File: src/rtl/core/cobs_enc_pkg.sv
package cobs_enc_pkg;

    localparam int MAX_BUFFER_DEF = 4096;

    localparam int CAP_W  = 13;
    localparam int ADDR_W = 12;
    localparam int LEN_W  = 13;
    localparam int POS_W  = 13;
    localparam int MAX_RESULTS = 4;

    localparam logic [CAP_W-1:0] CAP_RESET = 13'd4096;
    localparam logic [7:0]       CODE_MAX  = 8'hFF;
    localparam logic [7:0]       CODE_INIT = 8'h01;

    // APB register map: word index taken from paddr[2]
    localparam int PADDR_W = 3;
    localparam logic REG_CAPACITY = 1'b0;

    typedef enum logic [1:0] {
        KIND_WRITE = 2'd0,
        KIND_DONE  = 2'd1,
        KIND_FAIL  = 2'd2
    } kind_t;

    typedef struct packed {
        kind_t             kind;
        logic [ADDR_W-1:0] addr;
        logic [7:0]        data;
        logic [LEN_W-1:0]  len;
    } result_t;

    typedef struct packed {
        logic [2:0]                      count;
        result_t [MAX_RESULTS-1:0]       res;
    } bundle_t;

    function automatic result_t mk_write(logic [ADDR_W-1:0] addr, logic [7:0] data);
        result_t r;
        r.kind = KIND_WRITE;
        r.addr = addr;
        r.data = data;
        r.len  = '0;
        return r;
    endfunction

    function automatic result_t mk_done(logic [LEN_W-1:0] len);
        result_t r;
        r.kind = KIND_DONE;
        r.addr = '0;
        r.data = '0;
        r.len  = len;
        return r;
    endfunction

    function automatic result_t mk_fail();
        result_t r;
        r.kind = KIND_FAIL;
        r.addr = '0;
        r.data = '0;
        r.len  = '0;
        return r;
    endfunction

endpackage

File: src/rtl/core/cobs_enc_cfg.sv
module cobs_enc_cfg
    import cobs_enc_pkg::*;
(
    input  logic               clk,
    input  logic               rst_n,
    input  logic               psel,
    input  logic               penable,
    input  logic               pwrite,
    input  logic [PADDR_W-1:0] paddr,
    input  logic [31:0]        pwdata,
    output logic [31:0]        prdata,
    output logic               pready,
    output logic [CAP_W-1:0]   capacity
);

    logic [CAP_W-1:0] cap_reg;
    logic             wr_en;

    assign pready = 1'b1;
    assign wr_en  = psel && penable && pwrite && (paddr[2] == REG_CAPACITY);

    always_ff @(posedge clk or negedge rst_n)
    begin
        if (!rst_n)
        begin
            cap_reg <= CAP_RESET;
        end
        else if (wr_en)
        begin
            cap_reg <= pwdata[CAP_W-1:0];
        end
    end

    always_comb
    begin
        prdata = '0;
        if (paddr[2] == REG_CAPACITY)
        begin
            prdata = {{(32-CAP_W){1'b0}}, cap_reg};
        end
    end

    assign capacity = cap_reg;

endmodule

File: src/rtl/core/cobs_enc_core.sv
module cobs_enc_core
    import cobs_enc_pkg::*;
#(
    parameter int MAX_BUFFER = MAX_BUFFER_DEF
)
(
    input  logic             clk,
    input  logic             rst_n,
    input  logic             in_valid,
    output logic             in_ready,
    input  logic [7:0]       data_byte,
    input  logic             byte_present,
    input  logic             end_of_frame,
    input  logic [CAP_W-1:0] capacity,
    output logic             bun_valid,
    input  logic             bun_ready,
    output bundle_t          bun
);

    logic             in_vld_reg;
    logic [7:0]       byte_reg;
    logic             present_reg;
    logic             eof_reg;

    logic [POS_W-1:0] nwp_reg,  nwp_next;
    logic [POS_W-1:0] cpos_reg, cpos_next;
    logic [7:0]       code_reg, code_next;
    logic             fail_reg, fail_next;

    logic [CAP_W-1:0] cap;
    logic             fail_now;
    logic             adv;
    bundle_t          bun_c;

    // clamp the programmed capacity to the buffer size
    always_comb
    begin
        cap = capacity;
        if (32'(capacity) > MAX_BUFFER)
        begin
            cap = CAP_W'(MAX_BUFFER);
        end
    end

    always_comb
    begin
        nwp_next  = nwp_reg;
        cpos_next = cpos_reg;
        code_next = code_reg;
        fail_next = fail_reg;
        fail_now  = 1'b0;
        bun_c     = '0;

        if (present_reg && !fail_reg)
        begin
            if (byte_reg == 8'd0)
            begin
                if (cpos_next >= cap)
                begin
                    fail_now = 1'b1;
                end
                else
                begin
                    bun_c.res[bun_c.count[1:0]] = mk_write(cpos_next[ADDR_W-1:0], code_next);
                    bun_c.count = bun_c.count + 3'd1;
                    cpos_next   = nwp_next;
                    nwp_next    = nwp_next + POS_W'(1);
                    code_next   = CODE_INIT;
                end
            end
            else if (nwp_next >= cap)
            begin
                fail_now = 1'b1;
            end
            else
            begin
                bun_c.res[bun_c.count[1:0]] = mk_write(nwp_next[ADDR_W-1:0], byte_reg);
                bun_c.count = bun_c.count + 3'd1;
                nwp_next    = nwp_next + POS_W'(1);
                code_next   = code_next + 8'd1;
                // full block: store its code and open the next one
                if (code_next == CODE_MAX)
                begin
                    if (cpos_next >= cap)
                    begin
                        fail_now = 1'b1;
                    end
                    else
                    begin
                        bun_c.res[bun_c.count[1:0]] =
                            mk_write(cpos_next[ADDR_W-1:0], code_next);
                        bun_c.count = bun_c.count + 3'd1;
                        cpos_next   = nwp_next;
                        nwp_next    = nwp_next + POS_W'(1);
                        code_next   = CODE_INIT;
                    end
                end
            end
            if (fail_now)
            begin
                fail_next = 1'b1;
                bun_c.res[bun_c.count[1:0]] = mk_fail();
                bun_c.count = bun_c.count + 3'd1;
            end
        end

        if (eof_reg)
        begin
            if (!fail_next)
            begin
                if (cpos_next >= cap)
                begin
                    bun_c.res[bun_c.count[1:0]] = mk_fail();
                    bun_c.count = bun_c.count + 3'd1;
                end
                else
                begin
                    bun_c.res[bun_c.count[1:0]] = mk_write(cpos_next[ADDR_W-1:0], code_next);
                    bun_c.count = bun_c.count + 3'd1;
                    bun_c.res[bun_c.count[1:0]] = mk_done(nwp_next[LEN_W-1:0]);
                    bun_c.count = bun_c.count + 3'd1;
                end
            end
            nwp_next  = POS_W'(1);
            cpos_next = '0;
            code_next = CODE_INIT;
            fail_next = 1'b0;
        end
    end

    // items with no result retire without touching the output side
    assign adv       = in_vld_reg && (bun_ready || (bun_c.count == 3'd0));
    assign in_ready  = !in_vld_reg || adv;
    assign bun_valid = in_vld_reg && (bun_c.count != 3'd0);
    assign bun       = bun_c;

    always_ff @(posedge clk or negedge rst_n)
    begin
        if (!rst_n)
        begin
            in_vld_reg <= 1'b0;
            nwp_reg    <= POS_W'(1);
            cpos_reg   <= '0;
            code_reg   <= CODE_INIT;
            fail_reg   <= 1'b0;
        end
        else
        begin
            if (adv)
            begin
                nwp_reg  <= nwp_next;
                cpos_reg <= cpos_next;
                code_reg <= code_next;
                fail_reg <= fail_next;
            end
            if (in_ready)
            begin
                in_vld_reg <= in_valid;
            end
        end
    end

    always_ff @(posedge clk)
    begin
        if (in_ready && in_valid)
        begin
            byte_reg    <= data_byte;
            present_reg <= byte_present;
            eof_reg     <= end_of_frame;
        end
    end

endmodule

File: src/rtl/core/cobs_enc_out.sv
module cobs_enc_out
    import cobs_enc_pkg::*;
(
    input  logic              clk,
    input  logic              rst_n,
    input  logic              bun_valid,
    output logic              bun_ready,
    input  bundle_t           bun,
    output logic              out_valid,
    input  logic              out_ready,
    output logic [1:0]        kind,
    output logic [ADDR_W-1:0] write_address,
    output logic [7:0]        write_byte,
    output logic [LEN_W-1:0]  encoded_length,
    output logic              last_of_run
);

    bundle_t    bun_reg;
    logic       vld_reg;
    logic [1:0] idx_reg;
    result_t    cur;
    logic       last;
    logic       xfer;

    assign cur  = bun_reg.res[idx_reg];
    assign last = (({1'b0, idx_reg} + 3'd1) == bun_reg.count);
    assign xfer = vld_reg && out_ready;

    assign bun_ready = !vld_reg || (xfer && last);

    always_ff @(posedge clk or negedge rst_n)
    begin
        if (!rst_n)
        begin
            vld_reg <= 1'b0;
            idx_reg <= '0;
        end
        else if (bun_ready)
        begin
            vld_reg <= bun_valid;
            idx_reg <= '0;
        end
        else if (xfer)
        begin
            idx_reg <= idx_reg + 2'd1;
        end
    end

    always_ff @(posedge clk)
    begin
        if (bun_ready && bun_valid)
        begin
            bun_reg <= bun;
        end
    end

    assign out_valid      = vld_reg;
    assign kind           = cur.kind;
    assign write_address  = cur.addr;
    assign write_byte     = cur.data;
    assign encoded_length = cur.len;
    assign last_of_run    = last;

endmodule

File: src/rtl/core/cobs_frame_encoder.sv
// COBS frame encoder. Takes at most one raw byte per input transfer and
// reports every store into the encoded frame buffer as a (write_address,
// write_byte) result, followed at end of frame by a completion result
// carrying the encoded length, or by a single failure result when the frame
// does not fit in buffer_capacity bytes (the rest of a failed frame is
// dropped). One input transfer is accepted every cycle while the output side
// does not hold the input; the encoding of an item is done in one pass
// between the input register and the result bundle register, from which
// the results of the item are presented. An item yields zero to four
// results, and the output side delivers one result per cycle while
// out_ready is high, so the sustained input rate is set by the single output
// port: an item with results holds the input until its last result is taken.
// Program buffer_capacity (byte address 0) only while the encoder is idle.
module cobs_frame_encoder
    import cobs_enc_pkg::*;
#(
    parameter int MAX_BUFFER = MAX_BUFFER_DEF
)
(
    input  logic               clk,
    input  logic               rst_n,
    input  logic               psel,
    input  logic               penable,
    input  logic               pwrite,
    input  logic [PADDR_W-1:0] paddr,
    input  logic [31:0]        pwdata,
    output logic [31:0]        prdata,
    output logic               pready,
    input  logic               in_valid,
    output logic               in_ready,
    input  logic [7:0]         data_byte,
    input  logic               byte_present,
    input  logic               end_of_frame,
    output logic               out_valid,
    input  logic               out_ready,
    output logic [1:0]         kind,
    output logic [ADDR_W-1:0]  write_address,
    output logic [7:0]         write_byte,
    output logic [LEN_W-1:0]   encoded_length,
    output logic               last_of_run
);

    logic [CAP_W-1:0] capacity;
    logic             bun_valid;
    logic             bun_ready;
    bundle_t          bun;

    cobs_enc_cfg u_cfg (
        .clk      (clk),
        .rst_n    (rst_n),
        .psel     (psel),
        .penable  (penable),
        .pwrite   (pwrite),
        .paddr    (paddr),
        .pwdata   (pwdata),
        .prdata   (prdata),
        .pready   (pready),
        .capacity (capacity)
    );

    cobs_enc_core #(
        .MAX_BUFFER (MAX_BUFFER)
    ) u_core (
        .clk          (clk),
        .rst_n        (rst_n),
        .in_valid     (in_valid),
        .in_ready     (in_ready),
        .data_byte    (data_byte),
        .byte_present (byte_present),
        .end_of_frame (end_of_frame),
        .capacity     (capacity),
        .bun_valid    (bun_valid),
        .bun_ready    (bun_ready),
        .bun          (bun)
    );

    cobs_enc_out u_out (
        .clk            (clk),
        .rst_n          (rst_n),
        .bun_valid      (bun_valid),
        .bun_ready      (bun_ready),
        .bun            (bun),
        .out_valid      (out_valid),
        .out_ready      (out_ready),
        .kind           (kind),
        .write_address  (write_address),
        .write_byte     (write_byte),
        .encoded_length (encoded_length),
        .last_of_run    (last_of_run)
    );

endmodule

File: config.mk
export PLATFORM = sky130hd
export DESIGN_NAME = cobs_frame_encoder
export DESIGN_NICKNAME = d
export VERILOG_FILES = /design/src/rtl/core/cobs_enc_pkg.sv /design/src/rtl/core/cobs_enc_cfg.sv /design/src/rtl/core/cobs_enc_core.sv /design/src/rtl/core/cobs_enc_out.sv /design/src/rtl/core/cobs_frame_encoder.sv
export SDC_FILE = /design/constraint.sdc
export NUM_CORES = 1
export LEC_CHECK = 0
export ABC_AREA = 1
export BUFFER_PORTS_ARGS = -buffer_cell sky130_fd_sc_hd__buf_2
export CELL_PAD_IN_SITES_DETAIL_PLACEMENT = 1
export CELL_PAD_IN_SITES_GLOBAL_PLACEMENT = 1
export CORE_ASPECT_RATIO = 0.5
export CORE_MARGIN = 3
export CORE_UTILIZATION = 35
export CTS_CLUSTER_SIZE = 14
export DETAILED_ROUTE_END_ITERATION = 6
export PLACE_DENSITY = 0.77
export SYNTH_ARGS = -nofsm -noshare
export SYNTH_HDL_FRONTEND = slang
export SYNTH_SLANG_ARGS = --single-unit
File: constraint.sdc
create_clock -name clk -period 18.7 [get_ports clk]
set_input_delay 1.87 -clock clk [delete_from_list [all_inputs] [get_ports clk]]
set_output_delay 1.87 -clock clk [all_outputs]
set_load 0.02 [all_outputs]
==> flow_metrics.env, run 1 <==
export IMPL_period_needed_ps=10110
export IMPL_synth_top_area_cell="edfxtp_1"
export IMPL_cts_resized=0
export IMPL_yosysSeqAreaShare=0.458
export IMPL_powerDensity_nw_per_um2=158
export IMPL_die_area_um2=39300
export IMPL_r2r_slack_ps=9120
export IMPL_end_kind="output pin"
export IMPL_nFillCells=4290
export IMPL_drv_cap=0
export IMPL_ys_seq_elements=205
export IMPL_internal_power_uw=1120
export IMPL_criticalPathCategory="reg -> out"
export IMPL_drt_iter0_drc=915
export IMPL_synth_warnings=0
export IMPL_die_w_um=277
export IMPL_clock_sinks=205
export IMPL_synth_top_cell_area_share=0.357
export IMPL_slew_headroom=0.325
export IMPL_cts_hold_buf=0
export IMPL_layout_drive_gt1_share=0.120
export IMPL_drc=0
export IMPL_cp_slowest_cell="inv_1"
export IMPL_setup_viol=0
export IMPL_rows=48
export IMPL_numPortBuffers=81
export IMPL_vdd_drop_max_mv=0.120
export IMPL_status="finished clean"
export IMPL_hold_viol=0
export IMPL_initial_core_util=0.364
export IMPL_grt_pass1_vias=11300
export IMPL_syn_to_final_growth_pct=9.74
export IMPL_worst_slew_pin_slew_ps=1010
export IMPL_gp_congestion=0.910
export IMPL_required_ps=16830
export IMPL_cts_setup_buffers=0
export IMPL_ioPinCount=123
export IMPL_num_vias=11400
export IMPL_pre_cts_slack_ps=9250
export IMPL_num_antenna_cells=0
export IMPL_wl_per_cell_um=20.9
export IMPL_worst_slack_ps=8590
export IMPL_clock_latency_ps=550
export IMPL_clock_path_buffers=3
export IMPL_synth_area_leaders="edfxtp_1 36%, dfrtp_1 9.5%, nand2_1 8.0%"
export IMPL_finalCritPeriodShare=0.541
export IMPL_worstHoldPathType="reg -> reg"
export IMPL_p_leak_uw=0.00589
export IMPL_slowest_delay_ps=790
export IMPL_die_h_um=142
export IMPL_fin_nets=1706
export IMPL_seqPwrFrac=0.300
export IMPL_cp_start_kind="flip-flop"
export IMPL_slew_violations=0
export IMPL_avgSynthCellArea_um2=8.22
export IMPL_cp_max_fo=20
export IMPL_synth_top_cells_by_count="273 x nand2_1, 273 x nor2_1, 153 x edfxtp_1, 120 x o21ai_0, 118 x inv_1"
export IMPL_p_total_uw=2240
export IMPL_syn_cell_area_um2=12900
export IMPL_clockRootBuffer="clkbuf_16"
export IMPL_coreArea_um2=35400
export IMPL_antenna_found_initial=0
export IMPL_clockPowerShare=0.184
export IMPL_comb_power_share=0.516
export IMPL_dr_pass1_iters=5
export IMPL_fin_worst_skew_ps=30.0
export IMPL_wirelength_mm=43.5
export IMPL_synth_distinct_cells=56
export IMPL_largest_reg_flops=143
export IMPL_worst_ep_arrival_time_ps=8240
export IMPL_tritoncts="yes"
export IMPL_ant_nets=0
export IMPL_crit_path_frequent_cell="nand2_1"
export IMPL_synth_cells=1566
export IMPL_clk_pin_slew_worst_paths_ps=70
export IMPL_synth_edf_count=153
export IMPL_dp_cells=2049
export IMPL_async_reset_ff_frac=0.254
export IMPL_ys_flop_type="edfxtp_1"
export IMPL_hpwl_mm=30.3
export IMPL_vias_per_cell=5.48
export IMPL_tns_ps=0
export IMPL_cts_max_level=1
export IMPL_grt_overflow=0
export IMPL_max_freq_mhz=98.9
export IMPL_grt_setup_unrepaired="false"
export IMPL_grt_total_usage=0.219
export IMPL_cts_made_buffers=21
export IMPL_power_switching_uw=1120
export IMPL_grt_pass1_wl_mm=67.1
export IMPL_grt_max_degree=81
export IMPL_fin_cells=2087
export IMPL_p_sw_frac=0.501
area by class of cell:
type | count | area (µm²) | area share
Clock buffer | 31 | 603 | 0.0427
Clock inverter | 7 | 37.5 | 0.00266
Inverter | 139 | 522 | 0.0369
Multi-Input combinational cell | 1135 | 5960 | 0.422
Sequential cell | 205 | 5900 | 0.418
Tap cell | 475 | 594 | 0.0421
Timing Repair Buffer | 95 | 510 | 0.0361
power groups by stage:
stage / clock network (µW) / logic (µW) / registers [µW]
CTS: 418 / 1140 / 668
global route: 439 / 1260 / 678
global placement: 0 / 1110 / 672
floorplan: 0 / 796 / 661
detailed placement: 0 / 1130 / 677
finish: 412 / 1150 / 671
stage by stage:
| stage | instance area, µm² | hold WS (ps) | utilization |
|---|---|---|---|
| 6_report | 14100 | 479 | 0.399 |
| 5_1_grt | 14100 | 509 | 0.399 |
| 4_1_cts | 14100 | 476 | 0.399 |
| 3_5_place_dp | 13500 | 460 | 0.381 |
| 3_3_place_gp | 13500 | 455 | 0.381 |
| 2_1_floorplan | 12900 | 442 | - |
layout by cell type, fill, tap and decap left out, drive strengths merged, types with 20 or more instances in the layout:
cell type	synthesis	layout
nor2	286	286
inv	135	136
o21ai	132	132
conb	2	20
nand3	99	99
ha	57	57
a22oi	24	24
nand2	284	284
o22ai	48	48
a21oi	89	89
edfxtp	153	153
dfrtp	49	49
clkbuf	50	31
buf	55	95
metal layers:
metal,up-vias,track usage,routed length (µm),part of all wire
met5,-,0,0,0
met4,0,0.0502,912,0.021
met3,58,0.0511,3710,0.085
met2,401,0.332,18400,0.42
met1,5618,0.316,20500,0.47
li1,5366,-,-,-
logic make-up (layout without fill, tap and decap cells):
group,count (synthesis),in the layout,share of synthesized area
compound gates,337,337,0.155
flops,205,205,0.458
buf+inv,244,272,0.0846
xor+xnor,12,12,0.00816
simple gates,709,709,0.238
other cells,2,20,0.000583
fa+ha+maj,57,57,0.0554
final timing paths:
path                                        start            endpoint  cells past startpoint
worst max-delay path            u_cfg.capacity[8]            in_ready                     29
worst min-delay path              u_core.fail_reg     u_core.fail_reg                      2
worst max register to register  u_cfg.capacity[8]   u_out.bun_reg[81]                     32
worst min register to register    u_core.fail_reg     u_core.fail_reg                      2
max in group asynchronous                   rst_n    u_out.idx_reg[0]                      2
min in group asynchronous                   rst_n  u_core.code_reg[5]                      2
worst max-delay path: cells and delay by family (launching register included):
family          cells  cell delay [ps]
compound gates      6             1380
fa+ha+maj           2              730
buf+inv             7             2170
flops               1              410
simple gates       14             2970
Note: power is estimated with default switching activity, not from simulation.
==> run 2: changes to the inputs <==
- PLACE_DENSITY: 0.77 -> 0.8
- clock period: 18.7 -> 8.2 ns (I/O delays scaled with it)
==> flow_metrics.env, run 2 (synthesis results as in run 1) <==
export IMPL_stdcell_area_um2=14300
export IMPL_required_ps=7380
export IMPL_die_area_um2=39300
export IMPL_cp_slowest_cell="ha_1"
export IMPL_placed_area_um2=13700
export IMPL_period_needed_ps=7370
export IMPL_drv_cap=0
export IMPL_clk_pin_slew_worst_paths_ps=60
export IMPL_num_vias=11600
export IMPL_drt_iter0_drc=979
export IMPL_worst_ep_arrival_time_ps=6550
export IMPL_cp_start_kind="flip-flop"
export IMPL_grt_overflow=0
export IMPL_cts_made_buffers=21
export IMPL_tritoncts="yes"
export IMPL_criticalPathCategory="reg -> out"
export IMPL_worstHoldPathType="in -> async"
export IMPL_powerDensity_nw_per_um2=359
export IMPL_clock_sinks=205
export IMPL_final_common_cell="nand2_1"
export IMPL_finalCritPeriodShare=0.899
export IMPL_worst_slew_pin_slew_ps=1140
export IMPL_wirelength_mm=43.2
export IMPL_largest_reg_flops=143
export IMPL_hold_viol=0
export IMPL_syn_to_final_growth_pct=11.1
export IMPL_fin_nets=1724
export IMPL_cp_max_fo=17
export IMPL_grt_setup_unrepaired="false"
export IMPL_antenna_found_initial=1
export IMPL_dr_pass1_iters=4
export IMPL_tns_ps=0
export IMPL_drc=0
export IMPL_initial_core_util=0.364
export IMPL_die_h_um=142
export IMPL_layout_common_cells="273 x nand2_1, 272 x nor2_1, 153 x edfxtp_1"
export IMPL_slew_headroom=0.237
export IMPL_grt_total_usage=0.218
export IMPL_max_freq_mhz=136
export IMPL_clock_path_buffers=3
export IMPL_clock_latency_ps=530
export IMPL_end_kind="output pin"
export IMPL_regArea_um2=5900
export IMPL_nFillCells=4245
export IMPL_ioPinCount=123
export IMPL_grt_max_degree=76
export IMPL_cts_setup_buffers=0
export IMPL_die_w_um=277
export IMPL_vias_per_cell=5.51
export IMPL_gp_congestion=0.947
export IMPL_grt_pass1_wl_mm=67.3
export IMPL_num_antenna_cells=0
export IMPL_grt_pass1_vias=11600
export IMPL_p_leak_uw=0.00597
export IMPL_clockRootBuffer="clkbuf_16"
export IMPL_vdd_drop_max_mv=0.252
export IMPL_rows=48
export IMPL_slew_violations=0
export IMPL_coreArea_um2=35400
export IMPL_fin_worst_skew_ps=21.4
export IMPL_cts_max_level=1
export IMPL_ant_nets=0
export IMPL_crit_path_frequent_cell="nand2_1"
export IMPL_status="finished clean"
export IMPL_hpwl_mm=30.9
export IMPL_numPortBuffers=81
export IMPL_wl_per_cell_um=20.6
export IMPL_layout_drive_gt1_share=0.131
export IMPL_multi_input_area_um2=5980
export IMPL_slowest_delay_ps=430
export IMPL_setup_viol=0
export IMPL_cts_hold_buf=0
[run 2: changes by cell type in the layout (fill, tap and decap cells not counted), moves of 3 or more]
cell	previous run	this run
buf_12	0	3
clkinvlp_4	0	3
buf_4	14	29
clkbuf_8	4	0
[run 2: layer usage]
metal  global-route usage  up-vias  share of wire
met1                0.304     5696           0.45
met4               0.0527        2          0.024
li1                     -     5401              -
met3               0.0511       70          0.086
met5                    0        -        0.00030
met2                0.345      416           0.44
[run 2: worst max-delay path: cells and delay by family, from the launching register on]
family,cells,cell delay [ps]
adder cells (fa/ha/maj),2,770
flip-flops,1,400
AND/OR/NAND/NOR,15,2520
buffers and inverters,7,1440
AO/OA/AOI/OAI,6,890
[run 2: final cells by class]
class / instances / area share
clock inverters: 10 / 0.00560
inverters: 139 / 0.0367
repair buffers: 113 / 0.0478
multi-input cells: 1135 / 0.418
well taps: 475 / 0.0416
clock buffers: 25 / 0.0378
flip-flops and latches: 205 / 0.413
[run 2: timing repair]
action	CTS	global route
resized for setup	0	4
endpoints found under the setup margin	0	1
hold endpoints to repair	0	0
[run 2: final timing paths]
path | startpoint | endpoint | slack, ps | depth (start not counted)
max in group asynchronous | rst_n | u_out.idx_reg[0] | 7190 | 2
worst max-delay path | u_cfg.capacity[8] | in_ready | 830 | 30
min in group clk | byte_present | u_core.present_reg | 460 | 1
worst max register to register | u_cfg.capacity[8] | u_out.bun_reg[74] | 1340 | 32
worst min register to register | u_core.fail_reg | u_core.fail_reg | 490 | 2
worst min-delay path | rst_n | u_cfg.capacity[0] | 430 | 2
[run 2: power breakdown]
part           leakage, µW  internal [µW]  switching [µW]
Sequential         0.00208           1390             143
Combinational      0.00359            700            1990
Clock             0.000299            501             415
[run 2: per-stage QoR]
stage	hold slack (ps)	worst slack, ps	std cells	utilization	total power [µW]
6_report	426	832	2102	0.404	5130
3_3_place_gp	458	1420	2067	0.386	4110
4_1_cts	437	682	2102	0.404	5120
2_1_floorplan	442	995	1584	-	3300
5_1_grt	443	96.9	2102	0.404	5460
3_5_place_dp	471	1220	2067	0.386	4180
